`config.mk`:
```
export PLATFORM = sky130hd
export DESIGN_NAME = recirculating_queue_with_playlists_core
export DESIGN_NICKNAME = d
export VERILOG_FILES = /design/src/rtl/rqp_pkg.sv /design/src/rtl/recirculating_queue_with_playlists_core.sv /design/src/rtl/rqp_front.sv /design/src/rtl/rqp_cmd_queue.sv /design/src/rtl/rqp_exec.sv
export SDC_FILE = /design/constraint.sdc
export NUM_CORES = 1
export LEC_CHECK = 0
export BUFFER_PORTS_ARGS = -buffer_cell sky130_fd_sc_hd__buf_2
export CAP_MARGIN = 20
export CORE_MARGIN = 1
export CORE_UTILIZATION = 45
export CTS_CLUSTER_SIZE = 12
export DETAILED_ROUTE_END_ITERATION = 12
export HOLD_SLACK_MARGIN = 0.05
export PLACE_DENSITY_LB_ADDON = 0.15
export SKIP_CTS_REPAIR_TIMING = 1
export SLEW_MARGIN = 20
export SYNTH_ARGS = -nofsm -noshare
export SYNTH_HDL_FRONTEND = slang
export SYNTH_SLANG_ARGS = --single-unit
export TNS_END_PERCENT = 50
```
`constraint.sdc`:
```
create_clock -name clk -period 12 [get_ports clk]
set_input_delay 1.8 -clock clk [delete_from_list [all_inputs] [get_ports clk]]
set_output_delay 1.8 -clock clk [all_outputs]
set_load 0.1 [all_outputs]
```
`src/rtl/rqp_pkg.sv`:
```
// Shared types and constants of the recirculating song queue.
// Used by the front decoder, the command queue and the execute unit.
package rqp_pkg;

  localparam int QUEUE_DEPTH_DEF    = 16;
  localparam int PLAYLIST_COUNT_DEF = 16;
  localparam int SONG_ID_MAX        = 1024;
  localparam int PLAYLIST_LEN       = 3;

  localparam int ID_W     = 10;
  localparam int FUNC_W   = 3;
  localparam int PL_W     = 4;
  localparam int SLOT_W   = 2;
  localparam int STATUS_W = 3;
  localparam int COUNT_W  = 2;
  localparam int SCNT_W   = 11;

  // command codes on the input word
  localparam logic [FUNC_W-1:0] FN_PLAY   = 3'd0;
  localparam logic [FUNC_W-1:0] FN_TOGGLE = 3'd1;
  localparam logic [FUNC_W-1:0] FN_ADD    = 3'd2;
  localparam logic [FUNC_W-1:0] FN_ADDPL  = 3'd3;
  localparam logic [FUNC_W-1:0] FN_LOAD   = 3'd4;

  // status codes on the result word
  localparam logic [STATUS_W-1:0] ST_PLAYED   = 3'd0;
  localparam logic [STATUS_W-1:0] ST_EMPTY    = 3'd1;
  localparam logic [STATUS_W-1:0] ST_LOOP_ON  = 3'd2;
  localparam logic [STATUS_W-1:0] ST_LOOP_OFF = 3'd3;
  localparam logic [STATUS_W-1:0] ST_ADDED    = 3'd4;
  localparam logic [STATUS_W-1:0] ST_FULL     = 3'd5;
  localparam logic [STATUS_W-1:0] ST_INVALID  = 3'd6;
  localparam logic [STATUS_W-1:0] ST_STORED   = 3'd7;

  // classified operation handed from the front to the execute unit
  typedef enum logic [2:0] {
    OP_PLAY,
    OP_TOGGLE,
    OP_ADD,
    OP_ADDPL,
    OP_LOAD,
    OP_BAD
  } op_t;

  typedef struct packed {
    op_t               op;
    logic [ID_W-1:0]   song_id;
    logic [PL_W-1:0]   playlist_index;
    logic [SLOT_W-1:0] slot;
  } cmd_t;

  // input word layout, lowest field last
  typedef struct packed {
    logic [4:0]        pad;
    logic [SLOT_W-1:0] slot;
    logic [PL_W-1:0]   playlist_index;
    logic [ID_W-1:0]   song_id;
    logic [FUNC_W-1:0] func;
  } in_word_t;

  // result word layout, lowest field last
  typedef struct packed {
    logic               loop_on;
    logic [COUNT_W-1:0] added_count;
    logic [ID_W-1:0]    played_id;
    logic [STATUS_W-1:0] status;
  } res_t;

endpackage

```
`src/rtl/recirculating_queue_with_playlists_core.sv`:
```
// Recirculating song queue with playlists: top level.
// Instantiates rqp_front, rqp_cmd_queue and rqp_exec; depends on rqp_pkg.
//
// Each input word is one command and yields exactly one result word, in
// order. Words are decoded and checked on entry and wait in a two-entry
// command queue, so input keeps flowing while a result waits, until the
// queue fills. Toggle, add, load, invalid and empty-queue play load the
// result from idle; non-empty play first reads the queue memory;
// add-playlist reads the table, then pushes one entry per cycle until
// the row ends or the queue fills. A command starts only when the result
// register is free by the next edge. The user must write song_count via
// cfg_we/cfg_wdata only while the block is idle; the block does not enforce it.
module recirculating_queue_with_playlists_core #(
  parameter int QUEUE_DEPTH    = rqp_pkg::QUEUE_DEPTH_DEF,
  parameter int PLAYLIST_COUNT = rqp_pkg::PLAYLIST_COUNT_DEF
) (
  input  logic                      clk,
  input  logic                      rst_n,
  input  logic                      cfg_we,
  input  logic [rqp_pkg::SCNT_W-1:0] cfg_wdata,
  input  logic                      in_tvalid,
  output logic                      in_tready,
  // func[2:0], song_id[12:3], playlist_index[16:13], slot[18:17], zero[23:19]
  input  logic [23:0]               in_tdata,
  output logic                      out_tvalid,
  input  logic                      out_tready,
  // status[2:0], played_id[12:3], added_count[14:13], loop_on[15]
  output logic [15:0]               out_tdata
);
  import rqp_pkg::*;

  logic cq_full;
  logic cq_push;
  cmd_t cq_in;
  logic cq_pop;
  logic cq_valid;
  cmd_t cq_out;

  rqp_front #(
    .PLAYLIST_COUNT (PLAYLIST_COUNT)
  ) u_front (
    .clk       (clk),
    .rst_n     (rst_n),
    .cfg_we    (cfg_we),
    .cfg_wdata (cfg_wdata),
    .in_tvalid (in_tvalid),
    .in_tready (in_tready),
    .in_tdata  (in_tdata),
    .cq_full   (cq_full),
    .cq_push   (cq_push),
    .cq_cmd    (cq_in)
  );

  rqp_cmd_queue u_cmd_queue (
    .clk       (clk),
    .rst_n     (rst_n),
    .push      (cq_push),
    .push_cmd  (cq_in),
    .full      (cq_full),
    .pop       (cq_pop),
    .cmd_valid (cq_valid),
    .cmd       (cq_out)
  );

  rqp_exec #(
    .QUEUE_DEPTH    (QUEUE_DEPTH),
    .PLAYLIST_COUNT (PLAYLIST_COUNT)
  ) u_exec (
    .clk        (clk),
    .rst_n      (rst_n),
    .cmd_valid  (cq_valid),
    .cmd        (cq_out),
    .cmd_pop    (cq_pop),
    .out_tvalid (out_tvalid),
    .out_tready (out_tready),
    .out_tdata  (out_tdata)
  );

endmodule

```
`src/rtl/rqp_front.sv`:
```
// Front decoder: holds the song_count register, checks ids and indexes
// and turns each input word into a classified command. Depends on rqp_pkg.
module rqp_front #(
  parameter int PLAYLIST_COUNT = rqp_pkg::PLAYLIST_COUNT_DEF
) (
  input  logic                      clk,
  input  logic                      rst_n,
  input  logic                      cfg_we,
  input  logic [rqp_pkg::SCNT_W-1:0] cfg_wdata,
  input  logic                      in_tvalid,
  output logic                      in_tready,
  input  logic [23:0]               in_tdata,
  input  logic                      cq_full,
  output logic                      cq_push,
  output rqp_pkg::cmd_t             cq_cmd
);
  import rqp_pkg::*;

  logic [SCNT_W-1:0] song_count_r;
  in_word_t          w;
  logic              id_ok;
  logic              pl_ok;
  logic              slot_ok;
  op_t               op;

  always_ff @(posedge clk) begin
    if (!rst_n) begin
      song_count_r <= SCNT_W'(SONG_ID_MAX);
    end else if (cfg_we) begin
      song_count_r <= cfg_wdata;
    end
  end

  assign w       = in_word_t'(in_tdata);
  assign id_ok   = {1'b0, w.song_id} < song_count_r;
  assign pl_ok   = 32'(w.playlist_index) < PLAYLIST_COUNT;
  assign slot_ok = w.slot < SLOT_W'(PLAYLIST_LEN);

  always_comb begin
    case (w.func)
      FN_PLAY:   op = OP_PLAY;
      FN_TOGGLE: op = OP_TOGGLE;
      FN_ADD:    op = id_ok ? OP_ADD : OP_BAD;
      FN_ADDPL:  op = pl_ok ? OP_ADDPL : OP_BAD;
      FN_LOAD:   op = (pl_ok && slot_ok && id_ok) ? OP_LOAD : OP_BAD;
      default:   op = OP_BAD;
    endcase
  end

  assign in_tready             = !cq_full;
  assign cq_push               = in_tvalid && !cq_full;
  assign cq_cmd.op             = op;
  assign cq_cmd.song_id        = w.song_id;
  assign cq_cmd.playlist_index = w.playlist_index;
  assign cq_cmd.slot           = w.slot;

endmodule

```
`src/rtl/rqp_cmd_queue.sv`:
```
// Two-entry command queue between the front decoder and the execute unit.
// Depends on rqp_pkg for the command type.
module rqp_cmd_queue (
  input  logic          clk,
  input  logic          rst_n,
  input  logic          push,
  input  rqp_pkg::cmd_t push_cmd,
  output logic          full,
  input  logic          pop,
  output logic          cmd_valid,
  output rqp_pkg::cmd_t cmd
);
  import rqp_pkg::*;

  cmd_t       ent_r [2];
  logic       wr_ptr_r;
  logic       rd_ptr_r;
  logic [1:0] cnt_r;
  logic [1:0] cnt_nxt;

  assign full      = cnt_r == 2'd2;
  assign cmd_valid = cnt_r != 2'd0;
  assign cmd       = ent_r[rd_ptr_r];

  always_comb begin
    cnt_nxt = cnt_r;
    if (push && !pop) begin
      cnt_nxt = cnt_r + 2'd1;
    end else if (pop && !push) begin
      cnt_nxt = cnt_r - 2'd1;
    end
  end

  always_ff @(posedge clk) begin
    if (push) begin
      ent_r[wr_ptr_r] <= push_cmd;
    end
  end

  always_ff @(posedge clk) begin
    if (!rst_n) begin
      wr_ptr_r <= 1'b0;
      rd_ptr_r <= 1'b0;
      cnt_r    <= 2'd0;
    end else begin
      if (push) wr_ptr_r <= ~wr_ptr_r;
      if (pop)  rd_ptr_r <= ~rd_ptr_r;
      cnt_r <= cnt_nxt;
    end
  end

endmodule

```
`src/rtl/rqp_exec.sv`:
```
// Execute unit: song queue memory, playlist table memory, loop mode and
// the result register. Depends on rqp_pkg.
module rqp_exec #(
  parameter int QUEUE_DEPTH    = rqp_pkg::QUEUE_DEPTH_DEF,
  parameter int PLAYLIST_COUNT = rqp_pkg::PLAYLIST_COUNT_DEF
) (
  input  logic          clk,
  input  logic          rst_n,
  input  logic          cmd_valid,
  input  rqp_pkg::cmd_t cmd,
  output logic          cmd_pop,
  output logic          out_tvalid,
  input  logic          out_tready,
  output logic [15:0]   out_tdata
);
  import rqp_pkg::*;

  localparam int QAW = (QUEUE_DEPTH > 1) ? $clog2(QUEUE_DEPTH) : 1;
  localparam int FW  = $clog2(QUEUE_DEPTH + 1);
  localparam int TD  = PLAYLIST_COUNT * PLAYLIST_LEN;
  localparam int TAW = $clog2(TD);

  typedef enum logic [2:0] {
    S_IDLE = 3'b001,
    S_PLAY = 3'b010,
    S_PLST = 3'b100
  } state_t;

  state_t          state_r, state_nxt;
  logic [QAW-1:0]  head_r, head_nxt;
  logic [QAW-1:0]  tail_r, tail_nxt;
  logic [FW-1:0]   fill_r, fill_nxt;
  logic            loop_r, loop_nxt;
  logic [1:0]      k_r, k_nxt;
  logic [TAW-1:0]  base_r, base_nxt;
  logic            out_valid_r, out_valid_nxt;
  res_t            res_r;

  logic [ID_W-1:0] q_mem_r [QUEUE_DEPTH];
  logic [ID_W-1:0] t_mem_r [TD];
  logic [ID_W-1:0] q_rdata_r;
  logic [ID_W-1:0] t_rdata_r;

  logic            q_we, q_re;
  logic [ID_W-1:0] q_wdata;
  logic            t_we, t_re;
  logic [TAW-1:0]  t_waddr, t_raddr;
  logic [TAW-1:0]  cmd_base;
  logic            full, out_free, start;
  logic            res_ld;
  res_t            res_nxt;

  function automatic logic [QAW-1:0] adv(input logic [QAW-1:0] p);
    return (p == QAW'(QUEUE_DEPTH - 1)) ? '0 : p + 1'b1;
  endfunction

  assign full     = fill_r == FW'(QUEUE_DEPTH);
  assign out_free = !out_valid_r || out_tready;
  // start only when the result register is free by the next edge; nothing
  // else loads it until this command finishes
  assign start    = (state_r == S_IDLE) && cmd_valid && out_free;
  assign cmd_pop  = start;
  assign cmd_base = TAW'(({4'b0, cmd.playlist_index} * 8'd3));

  always_comb begin
    state_nxt = state_r;
    head_nxt  = head_r;
    tail_nxt  = tail_r;
    fill_nxt  = fill_r;
    loop_nxt  = loop_r;
    k_nxt     = k_r;
    base_nxt  = base_r;
    q_we      = 1'b0;
    q_re      = 1'b0;
    q_wdata   = cmd.song_id;
    t_we      = 1'b0;
    t_re      = 1'b0;
    t_waddr   = cmd_base + TAW'(cmd.slot);
    t_raddr   = cmd_base;
    res_ld    = 1'b0;
    res_nxt.status      = ST_INVALID;
    res_nxt.played_id   = '0;
    res_nxt.added_count = '0;
    res_nxt.loop_on     = loop_r;

    case (state_r)
      S_IDLE: begin
        if (start) begin
          case (cmd.op)
            OP_PLAY: begin
              if (fill_r == '0) begin
                res_ld         = 1'b1;
                res_nxt.status = ST_EMPTY;
              end else begin
                q_re      = 1'b1;
                state_nxt = S_PLAY;
              end
            end
            OP_TOGGLE: begin
              loop_nxt        = !loop_r;
              res_ld          = 1'b1;
              res_nxt.status  = loop_nxt ? ST_LOOP_ON : ST_LOOP_OFF;
              res_nxt.loop_on = loop_nxt;
            end
            OP_ADD: begin
              res_ld = 1'b1;
              if (full) begin
                res_nxt.status = ST_FULL;
              end else begin
                q_we                = 1'b1;
                tail_nxt            = adv(tail_r);
                fill_nxt            = fill_r + 1'b1;
                res_nxt.status      = ST_ADDED;
                res_nxt.added_count = COUNT_W'(1);
              end
            end
            OP_ADDPL: begin
              t_re      = 1'b1;
              base_nxt  = cmd_base;
              k_nxt     = 2'd0;
              state_nxt = S_PLST;
            end
            OP_LOAD: begin
              t_we           = 1'b1;
              res_ld         = 1'b1;
              res_nxt.status = ST_STORED;
            end
            default: begin
              res_ld         = 1'b1;
              res_nxt.status = ST_INVALID;
            end
          endcase
        end
      end
      S_PLAY: begin
        // pop the head; with loop on, write it straight back on the tail
        head_nxt          = adv(head_r);
        res_ld            = 1'b1;
        res_nxt.status    = ST_PLAYED;
        res_nxt.played_id = q_rdata_r;
        q_wdata           = q_rdata_r;
        if (loop_r) begin
          q_we                = 1'b1;
          tail_nxt            = adv(tail_r);
          res_nxt.added_count = COUNT_W'(1);
        end else begin
          fill_nxt = fill_r - 1'b1;
        end
        state_nxt = S_IDLE;
      end
      S_PLST: begin
        q_wdata = t_rdata_r;
        if (full) begin
          res_ld              = 1'b1;
          res_nxt.status      = ST_FULL;
          res_nxt.added_count = k_r;
          state_nxt           = S_IDLE;
        end else begin
          q_we     = 1'b1;
          tail_nxt = adv(tail_r);
          fill_nxt = fill_r + 1'b1;
          if (k_r == 2'(PLAYLIST_LEN - 1)) begin
            res_ld              = 1'b1;
            res_nxt.status      = ST_ADDED;
            res_nxt.added_count = COUNT_W'(PLAYLIST_LEN);
            state_nxt           = S_IDLE;
          end else begin
            // fetch the next entry of the row while this one is pushed
            k_nxt   = k_r + 2'd1;
            t_re    = 1'b1;
            t_raddr = base_r + TAW'(k_nxt);
          end
        end
      end
      default: begin
        state_nxt = S_IDLE;
      end
    endcase
  end

  always_comb begin
    out_valid_nxt = out_valid_r;
    if (res_ld) begin
      out_valid_nxt = 1'b1;
    end else if (out_tready) begin
      out_valid_nxt = 1'b0;
    end
  end

  always_ff @(posedge clk) begin
    if (q_we) begin
      q_mem_r[tail_r] <= q_wdata;
    end
    if (q_re) begin
      q_rdata_r <= q_mem_r[head_r];
    end
  end

  always_ff @(posedge clk) begin
    if (t_we) begin
      t_mem_r[t_waddr] <= cmd.song_id;
    end
    if (t_re) begin
      t_rdata_r <= t_mem_r[t_raddr];
    end
  end

  always_ff @(posedge clk) begin
    if (res_ld) begin
      res_r <= res_nxt;
    end
    k_r    <= k_nxt;
    base_r <= base_nxt;
  end

  always_ff @(posedge clk) begin
    if (!rst_n) begin
      state_r     <= S_IDLE;
      head_r      <= '0;
      tail_r      <= '0;
      fill_r      <= '0;
      loop_r      <= 1'b0;
      out_valid_r <= 1'b0;
    end else begin
      state_r     <= state_nxt;
      head_r      <= head_nxt;
      tail_r      <= tail_nxt;
      fill_r      <= fill_nxt;
      loop_r      <= loop_nxt;
      out_valid_r <= out_valid_nxt;
    end
  end

  assign out_tvalid = out_valid_r;
  assign out_tdata  = res_r;

  a_fill_bound: assert property (@(posedge clk) disable iff (!rst_n)
    fill_r <= FW'(QUEUE_DEPTH))
    else $error("fill count above queue depth");

  a_ptr_match: assert property (@(posedge clk) disable iff (!rst_n)
    (head_r == tail_r) |-> (fill_r == '0 || fill_r == FW'(QUEUE_DEPTH)))
    else $error("head and tail meet with a partly filled queue");

  a_empty_res: assert property (@(posedge clk) disable iff (!rst_n)
    (res_ld && res_nxt.status == ST_EMPTY) |-> (fill_r == '0))
    else $error("empty reported with words queued");

  a_no_overrun: assert property (@(posedge clk) disable iff (!rst_n)
    res_ld |-> out_free)
    else $error("result register overwritten before it was taken");

  a_row_step: assert property (@(posedge clk) disable iff (!rst_n)
    (state_r == S_PLST) |-> (k_r < 2'(PLAYLIST_LEN)))
    else $error("playlist entry counter past row length");

endmodule
```
=== After elaboration in Yosys (flattened, before gate mapping) ===
Memories as Yosys holds them, arrays and structs flattened. A register that Yosys moved wholly into a read port is not among the register bits.
Cells that the tools add are included.

* Memories kept: 3
* Bits in writable memories: 678
* Bits in registers: 57
* Logic and storage cells: 167
* Input port bits: 40
* Output and inout port bits: 18

* Multipliers: 1
* Bitwise logic cells: 2
* Order comparisons: 2
* Add/sub/neg operators: 9
* Reductions and logical operators: 26
* Mux-type cells: 82
* Eq/ne operators: 26

{| class="wikitable"
|+ Memory list
! name !! words !! width !! rd ports !! clocked after Yosys merged registers in !! wr ports !! line !! source
|-
| u_exec.t_mem_r || 48 || 10 || 1 || 1 || 1 || rqp_exec.sv:40 || <nowiki>logic [ID_W-1:0] t_mem_r [TD];</nowiki>
|-
| u_exec.q_mem_r || 16 || 10 || 1 || 1 || 1 || rqp_exec.sv:39 || <nowiki>logic [ID_W-1:0] q_mem_r [QUEUE_DEPTH];</nowiki>
|-
| u_cmd_queue.ent_r || 2 || 19 || 1 || 1 || 1 || rqp_cmd_queue.sv:15 || <nowiki>cmd_t ent_r [2];</nowiki>
|}

{| class="wikitable"
|+ Operator list
! cell !! count
|-
| $mux 1 || 36
|-
| $mux 3 || 9
|-
| $mux 4 || 6
|-
| $mux 2 || 10
|-
| $mux 5 || 4
|-
| $pmux 10 s2 || 1
|-
| $mux 6 || 3
|-
| $eq 3x2->1 const B || 5
|-
| $pmux 3 s5 || 1
|-
| $pmux 5 s3 || 1
|-
| $add 6x2->6 || 2
|-
| $ne 2x2->1 const B || 6
|-
| $pmux 3 s2 || 2
|-
| $pmux 3 s4 || 1
|-
| $pmux 4 s3 || 1
|-
| $reduce_and 4->1 || 3
|-
| $lt 10x11->1 || 1
|-
| $eq 3x1->1 const B || 3
|-
| $eq 3x3->1 const B || 3
|-
| $pmux 3 s3 || 1
|-
| $add 4x1->4 const B || 2
|-
| $eq 4x4->1 const B || 2
|-
| $reduce_bool 2->1 || 4
|-
| $logic_and 1x1->1 || 6
|-
| 24 further kinds || 35
|}

=== Depth between registers and ports, before layout ===
Gate-level depths: netlist of run 1.

* Depth in word-level cells: 7
* Mapped depth: 15
* Gate-level depth less buffers: 11

=== Cells and area by module ===
Synthesis of run 1 repeated with hierarchy kept, for this count alone.

* Cells, all modules: 2050
* Area, all modules: 31560.3 um2

{| class="wikitable"
|+ Modules (own cells, without submodules)
! module !! seq. area each (um2) !! cells each !! instances !! area an instance (um2)
|-
| rqp_exec || 20900.0 || 1876 || 1 || 29150.5
|-
| rqp_cmd_queue || 1241.2 || 81 || 1 || 1592.8
|-
| rqp_front || 220.2 || 93 || 1 || 817.0
|}

=== Worst setup path after synthesis of run 1 ===
OpenSTA, ideal clock, no wires.

* Path type: reg2reg
* Start point: register with a tool-made name
* End point: memory u_exec.t_mem_r[18][0] (enable)
* Path buffers: 4
* Path slack: 7727 ps
* Clock period less this slack: 4273 ps
* Cell stages (with the launch flop): 14
* Arrival time: 3897 ps
* Required time: 11624 ps
* Library setup time: 376 ps
* Cell sequence: dfxtp_1 -> clkbuf_1 -> clkbuf_1 -> clkbuf_1 -> mux2_2 -> ha_1 -> fa_1 -> clkbuf_1 -> nand2_1 -> nor3_1 -> nand2_1 -> a21oi_1 -> nor2_1 -> nor2_1

{| class="wikitable"
|+ RTL lines
! element !! line
|-
| to (decl) || rqp_exec.sv:40
|}

=== Worst setup path after layout of run 1 ===
* Start point: register u_exec.fill_r[0]
* End point: register u_exec.t_rdata_r[1], read port of u_exec.t_mem_r, data pin

* Word-level cells in the longest chain between the ends: 3
* Elaborated cells on any way between the ends: 5
* Those cells by class: eq/ne (1); mux (4)

{| class="wikitable"
|+ Ends and longest elaborated chain
! element !! line !! source
|-
| from (decl) || rqp_exec.sv:32 || <nowiki>logic [FW-1:0] fill_r, fill_nxt;</nowiki>
|-
| from (signal assigned) || rqp_exec.sv:228 || <nowiki>fill_r <= fill_nxt;</nowiki>
|-
| $eq 5x5->1 (*) || rqp_exec.sv:57 || <nowiki>assign full = fill_r == FW'(QUEUE_DEPTH);</nowiki>
|-
| $mux 1 / $mux 6 (equally long branches) || rqp_exec.sv:153 || <nowiki>if (full) begin</nowiki>
|-
| $pmux 1 s2 / $mux 6 (equally long branches) || rqp_exec.sv:86 || <nowiki>case (state_r)</nowiki>
|-
| to (decl) || rqp_exec.sv:42 || <nowiki>logic [ID_W-1:0] t_rdata_r;</nowiki>
|}

Every way passes the cells marked *; elsewhere a longest branch is shown, timed or not.
A chain may end at the register's enable or synchronous reset.

==> summary.txt, run 1 <==
Run status
  • Status: completed

Setup path
  • Reg2reg end: u_exec.t_rdata_r[1]$_DFFE_PP_
  • CP Launch Type: flop
  • Worst Setup End Kind: flop
  • Worst Path Arrival: 5860 ps
  • Reg-to-reg startpoint: u_exec.fill_r[0]$_SDFFE_PN0P_
  • FF-to-FF path depth: 9
  • Internal reg-to-reg setup slack: 6460 ps
  • Crit path kind: reg2reg
  • Req. time, crit path: 12320 ps
  • Crit Path Max Fanout: 131

Floorplan
  • Die width: 262 um
  • Rows: 95
  • Initial Util: 0.455
  • Die Ht: 262 um
  • Core ar.: 67200 sq um
  • Die Footprint: 68900 sq um
  • Top Ports: 58

Global routing
  • Overflow after GRT: 0
  • Wire length of the first global-routing pass: 107000 um
  • Number of global-route vias before repair: 16191
  • Largest net degree at the start of global routing: 132
  • Initial antenna violation count: 0
  • Tot GR Track Use: 0.209

Synthesis
  • Largest family of logic cells by synthesized area: multiplexers
  • Yosys reg bits: 756
  • Post-Syn Instances: 1744
  • Multiplexer share of the synthesized area: 0.132
  • Main synth FF type: edfxtp_1
  • Syn nets: 1817
  • Yosys cell types: 64
  • Mapped Area: 30500 sq um
  • Syn Area/Cell: 17.5 sq um
  • XOR/XNOR Fraction of Synth Area: 0.00516
  • Synthesis Warnings: 0
  • Number of flops mapped to enable cells by yosys: 722
  • Post-Synth Adder-Cell Area: 0.0145
  • Synth Area in Compound Gates: 0.0491
  • Yosys top cell area share: 0.710
  • Post-synthesis sequential area ratio: 0.732
  • Largest cells by area after synthesis: edfxtp_1, mux2i_1, mux2_2
  • Async set or reset register ratio after synthesis: 0
  • Most area-hungry cell type in the Yosys netlist: edfxtp_1
  • Post-synthesis simple-gate area fraction: 0.0482

Placement
  • Post-Place Cell Area: 31700 sq um
  • IO buf count: 52
  • DP Wirelength: 44000 um
  • GP Congestion: 0.826

Pwr
  • Sequential fraction of design power: 0.428
  • Clock power share: 0.305
  • Leak: 0.0113 uW
  • Gate power share: 0.267
  • P_int: 5070 uW
  • Net Sw Frac: 0.325
  • Worst vdd ir: 0.163 mV
  • PD cells: 220 nW/um^2
  • Sw Pwr: 2440 uW

Detailed routing
  • Post-DRT Antenna Nets: 0
  • DRC: 0
  • DRT Pass-1 Iters: 5
  • Iteration-0 DRC Markers: 1120
  • Vias per cell: 5.74
  • Drt total wl: 71400 um
  • Routed len/inst: 25.8 um
  • Via count: 15853

STA
  • Setup total negative slack: 0 ps
  • RSZ-0062 raised after global routing: no
  • Post-Route Skew: 29.2 ps
  • # setup viols final: 0
  • Worst slew pin tran: 1130 ps
  • Worst slew margin: 0.241
  • Hold WS: 482 ps
  • Achievable Freq: 181 MHz
  • Fin crit period: 5540 ps
  • Max Transition Viols Final: 0
  • Period utilization: 0.462
  • Final hold vios: 0

Clock tree
  • CTS max path bufs: 3
  • Clock sink total: 756
  • Clock transition at path regs: 60 ps
  • Root buffer cell: clkbuf_16
  • CTS tree: done
  • Clk_lat worst skew: 630 ps
  • CTS buffer count: 79
  • H-Tree Depth: 3

Hold path
  • End point of the worst hold path: u_front.song_count_r[10]$_SDFFE_PN1P_
  • Hold depth: 2
  • Worst hold path type: reg2reg
  • Hold_sp: u_front.song_count_r[10]$_SDFFE_PN1P_

Cells and area
  • Diode count: 0
  • Fillers: 5475
  • Area Overhead vs Synth: 11.8%
  • Nets: 1905
  • Commonest non-fill, non-tap cell in the layout: edfxtp_1
  • Final instance area: 34100 sq um
  • Layout cells sized above 1: 0.190
  • Most frequent cells in the layout: edfxtp_1, mux2i_1, mux2_2

Job
  • Max-cap violations: 0
==> worst max-delay path, stage by stage (launching register included) <==
cell	delay, ps
dfxtp_1	350
nor4_2	570
a211o_1	560
mux2i_4	340
buf_12	580
buf_12	520
mux2_2	410
a222oi_1	660
nor4bb_1	850
a211oi_1	130
==> logic make-up after synthesis <==
kind of cell    Yosys count
mux                     327
flops                   756
fa+ha+maj                33
xor+xnor                 18
simple gates            284
compound gates          219
buf+inv                 107
==> power groups by stage <==
stage	clock (uW)	combinational (uW)	sequential (uW)
after detailed placement	0	2000	3270
after global routing	2430	2120	3220
final	2290	2000	3210
after CTS	2330	2000	3220
after floorplan	0	1130	3430
after global placement	0	1960	3270
==> sequential cells by signal (all words and copies together) (netlist names), 3 cells and up, named ones only <==
signal	flops
u_exec.q_rdata_r	10
u_exec.head_r	4
u_exec.base_r	6
u_exec.tail_r	4
u_cmd_queue.ent_r	38
u_exec.out_tdata	16
u_exec.state_r	3
u_front.song_count_r	11
u_exec.q_mem_r	160
u_exec.t_rdata_r	10
u_exec.fill_r	5
u_exec.t_mem_r	480
==> per-layer routing <==
layer	routed length [um]	part of all wire	GRT usage
met5	0	0	0
met4	2430	0.034	0.0769
met3	3140	0.044	0.0341
met2	34400	0.48	0.344
met1	31400	0.44	0.282
==> worst max-delay path by stage <==
| stage | from | endpoint | cells past startpoint |
|---|---|---|---|
| detailed placement | u_exec.fill_r[0]$_SDFFE_PN0P_ | u_exec.t_rdata_r[1]$_DFFE_PP_ | 9 |
| global route | u_exec.fill_r[0]$_SDFFE_PN0P_ | u_exec.t_rdata_r[1]$_DFFE_PP_ | 9 |
| floorplan | flop | u_exec.t_mem_r[18][0]$_DFFE_PP_ | 13 |
| CTS | u_exec.fill_r[0]$_SDFFE_PN0P_ | u_exec.t_rdata_r[1]$_DFFE_PP_ | 9 |
| finish | u_exec.fill_r[0]$_SDFFE_PN0P_ | u_exec.t_rdata_r[1]$_DFFE_PP_ | 9 |
| global placement | u_exec.fill_r[0]$_SDFFE_PN0P_ | u_exec.t_rdata_r[2]$_DFFE_PP_ | 9 |
==> metrics by stage <==
stage | utilization | cells | setup WS [ps] | power [uW]
6_report | 0.508 | 2761 | 6460 | 7510
5_1_grt | 0.508 | 2761 | 6170 | 7770
4_1_cts | 0.508 | 2759 | 6420 | 7550
3_5_place_dp | 0.472 | 2622 | 6480 | 5260
3_3_place_gp | 0.472 | 2621 | 6470 | 5230
2_1_floorplan | - | 1744 | 7730 | 4550
==> area by class of cell <==
type | count | area (sq um) | share of cell area
well taps | 873 | 1090 | 0.0320
clock buffers | 113 | 2170 | 0.0635
multi-input cells | 881 | 7660 | 0.224
clock inverters | 24 | 206 | 0.00605
flip-flops and latches | 756 | 22400 | 0.655
inverters | 26 | 97.6 | 0.00286
repair buffers | 88 | 556 | 0.0163
==> synth_stat cells (3+ instances only) <==
cell type	instances
nor4_1	9
xor2_1	6
nand2b_1	8
buf_4	7
a31oi_1	3
o22a_1	8
nand4_1	5
mux2i_1	171
and3_1	5
nor2_1	95
nor2b_1	21
buf_2	8
clkbuf_1	44
mux4_2	50
nor3_1	10
dfxtp_1	34
buf_6	16
o21a_1	3
a21o_1	7
o21ai_0	18
and2_1	32
inv_1	24
fa_1	4
nand2_1	47
xnor2_1	12
ha_1	29
or4_1	4
a221o_1	10
a222oi_1	20
nor4bb_1	16
nor3b_1	3
buf_1	6
mux2_2	105
o22ai_1	67
nand3_1	21
a211oi_1	11
a21oi_1	49
edfxtp_1	722
a21boi_0	3
Power figures use the tool's default switching activity.
==> inputs of run 2 (changes only) <==
==> constraint.sdc (replaced) <==
create_clock -name clk -period 5.55 [get_ports clk]
set_input_delay 0.8325 -clock clk [delete_from_list [all_inputs] [get_ports clk]]
set_output_delay 0.8325 -clock clk [all_outputs]
set_load 0.1 [all_outputs]
==> run 2 against run 1 <==
Sequential power is 120% higher. Clock-buffer cell count is 11 lower. Register-to-register slack worse by 5600 ps. Highest routed layer unchanged.
==> summary.txt, run 2 (synthesized netlist as in run 1, its figures left out) <==
Cells and area
  • Register with the most flip-flops: u_exec.t_mem_r
  • Fillers: 5472 (-0.055%)
  • Commonest non-fill, non-tap cell in the layout: edfxtp_1
  • Post-layout util: 0.515 (+0.00663)
  • Largest regs: u_exec.t_mem_r: 480 flops, u_exec.q_mem_r: 160 flops, u_cmd_queue.ent_r: 38 flops
  • Diode count: 0 (unchanged)
  • Nets: 1968 (+3.3%)
  • Largest register FFs: 480 (unchanged)
  • Layout cells sized above 1: 0.214 (+0.0236)
  • Non-filler instance count after layout: 2819 (+2.1%)
  • Area Overhead vs Synth: 13.3%
  • Most frequent cells in the layout: edfxtp_1, mux2i_1, mux2_2

STA
  • # setup viols final: 0 (unchanged)
  • Final WS setup: 833 ps (-5630 ps)
  • Setup total negative slack: 0 ps (unchanged)
  • Max Transition Viols Final: 0 (unchanged)
  • Final hold vios: 0 (unchanged)
  • Worst slew pin tran: 1080 ps (-53.9 ps)
  • Achievable Freq: 212 MHz (+17%)
  • RSZ-0062 raised after global routing: no
  • Post-Route Skew: 17.8 ps (-11.3 ps)
  • Fin crit period: 4720 ps (-822 ps)
  • Period utilization: 0.850 (+0.388)
  • Worst slew margin: 0.277 (+0.0361)

Placement
  • DP Wirelength: 46000 um (+4.7%)
  • IO buf count: 52 (unchanged)
  • Worst slack, placed: 847 ps (-5640 ps)
  • Placed Cells: 2687 (+2.5%)
  • GP Congestion: 0.840 (+1.7%)

Global routing
  • Largest net degree at the start of global routing: 50 (-62%)
  • Wire length of the first global-routing pass: 104000 um (-2.2%)
  • Initial antenna violation count: 0 (unchanged)
  • Number of global-route vias before repair: 16229 (+0.23%)
  • Tot GR Track Use: 0.205 (-0.00385)
  • Overflow after GRT: 0 (unchanged)

Hold path
  • Worst hold path type: in2reg

Setup path
  • Worst Path Arrival: 5070 ps (-790 ps)
  • Req. time, crit path: 5900 ps (-6420 ps)
  • Crit path kind: reg2reg
  • Crit Path Max Fanout: 11 (-92%)
  • CP Launch Type: flop
  • Worst Setup End Kind: flop
  • Internal reg-to-reg setup slack: 830 ps (-5630 ps)

Pwr
  • PD cells: 471 nW/um^2 (+110%)
  • Worst vdd ir: 0.399 mV (+140%)
  • Leak: 0.0116 uW (+2.7%)

Floorplan
  • Die Footprint: 68900 sq um (unchanged)
  • Die Ht: 262 um (unchanged)
  • Core ar.: 67200 sq um (unchanged)
  • Die width: 262 um (unchanged)
  • Top Ports: 58 (unchanged)
  • Rows: 95 (unchanged)
  • Initial Util: 0.455 (unchanged)

Job
  • Max-cap violations: 0 (unchanged)

Detailed routing
  • Metal2 WL: 33100 um (-3.7%)
  • Drt total wl: 70100 um (-1.7%)
  • Vias per cell: 5.66 (-1.5%)
  • Met3 WL: 3600 um (+15%)
  • Routed len/inst: 24.9 um (-3.7%)
  • DR top layer: met4
  • Iteration-0 DRC Markers: 1556 (+39%)
  • Routed length on met1: 30900 um (-1.4%)
  • Post-DRT Antenna Nets: 0 (unchanged)
  • Via count: 15950 (+0.61%)
  • DRT Pass-1 Iters: 6 (+1)
  • DRC: 0 (unchanged)

Clock tree
  • Root buffer cell: clkbuf_16
  • CTS max path bufs: 3 (unchanged)
  • Clk_lat worst skew: 620 ps (about the same)
  • CTS tree: done
  • CTS buffer count: 79 (unchanged)
  • Clock transition at path regs: 60 ps (about the same)
  • Clock sink total: 756 (unchanged)
  • H-Tree Depth: 3 (unchanged)

Run status
  • Status: completed
run 2: cell types whose count changed in the layout (fill, tap and decap cells not counted), sizes merged:
cell,delta
inv,+2
clkinv,+4
bufinv,-1
clkbuf,-12
clkinvlp,+1
buf,+64
run 2: path summary, 6_finish.rpt:
check	startpoint	cells past startpoint	endpoint
worst max register to register	flop	12	u_exec.t_rdata_r[3]$_DFFE_PP_
worst max-delay path	flop	12	u_exec.t_rdata_r[3]$_DFFE_PP_
worst min-delay path	in_tdata[13]	1	u_cmd_queue.ent_r[0][2]$_DFFE_PP_
worst min register to register	u_front.song_count_r[10]$_SDFFE_PN1P_	2	u_front.song_count_r[10]$_SDFFE_PN1P_
run 2: power by group:
part           switching [uW]  internal, uW
logic                    3060          1440
registers                87.1          6860
clock network            2110          2740
total                    5260         11000
run 2: area by class of cell:
class | instances | area [sq um] | share of cell area
inverters | 26 | 97.6 | 0.00282
well taps | 873 | 1090 | 0.0316
flip-flops and latches | 756 | 22400 | 0.647
clock buffers | 102 | 2080 | 0.0603
repair buffers | 151 | 1070 | 0.0309
multi-input cells | 881 | 7630 | 0.221
clock inverters | 30 | 241 | 0.00698
run 2: stage by stage:
stage | hold slack (ps) | total power (uW) | instance area, sq um
after floorplan | 443 | 9850 | 30500
after global placement | 475 | 11500 | 32200
after detailed placement | 485 | 11600 | 32300
after CTS | 370 | 16400 | 34600
after global routing | 385 | 16900 | 34600
final | 410 | 16300 | 34600
run 2: worst max-delay path: stages (launching register included):
cell and delay (ps):
dfxtp_1 450, mux2_2 430, ha_1 250, fa_1 470
xor2_1 730, inv_1 160, nand3_1 140, nand2_1 410
buf_4 330, a222oi_1 320, nor4bb_1 530, buf_4 200
a211oi_1 40
run 2: routing by layer:
metal	up-vias	GRT usage
met3	131	0.0343
li1	7254	-
met2	464	0.330
met5	-	0
met1	8101	0.283
met4	0	0.0754
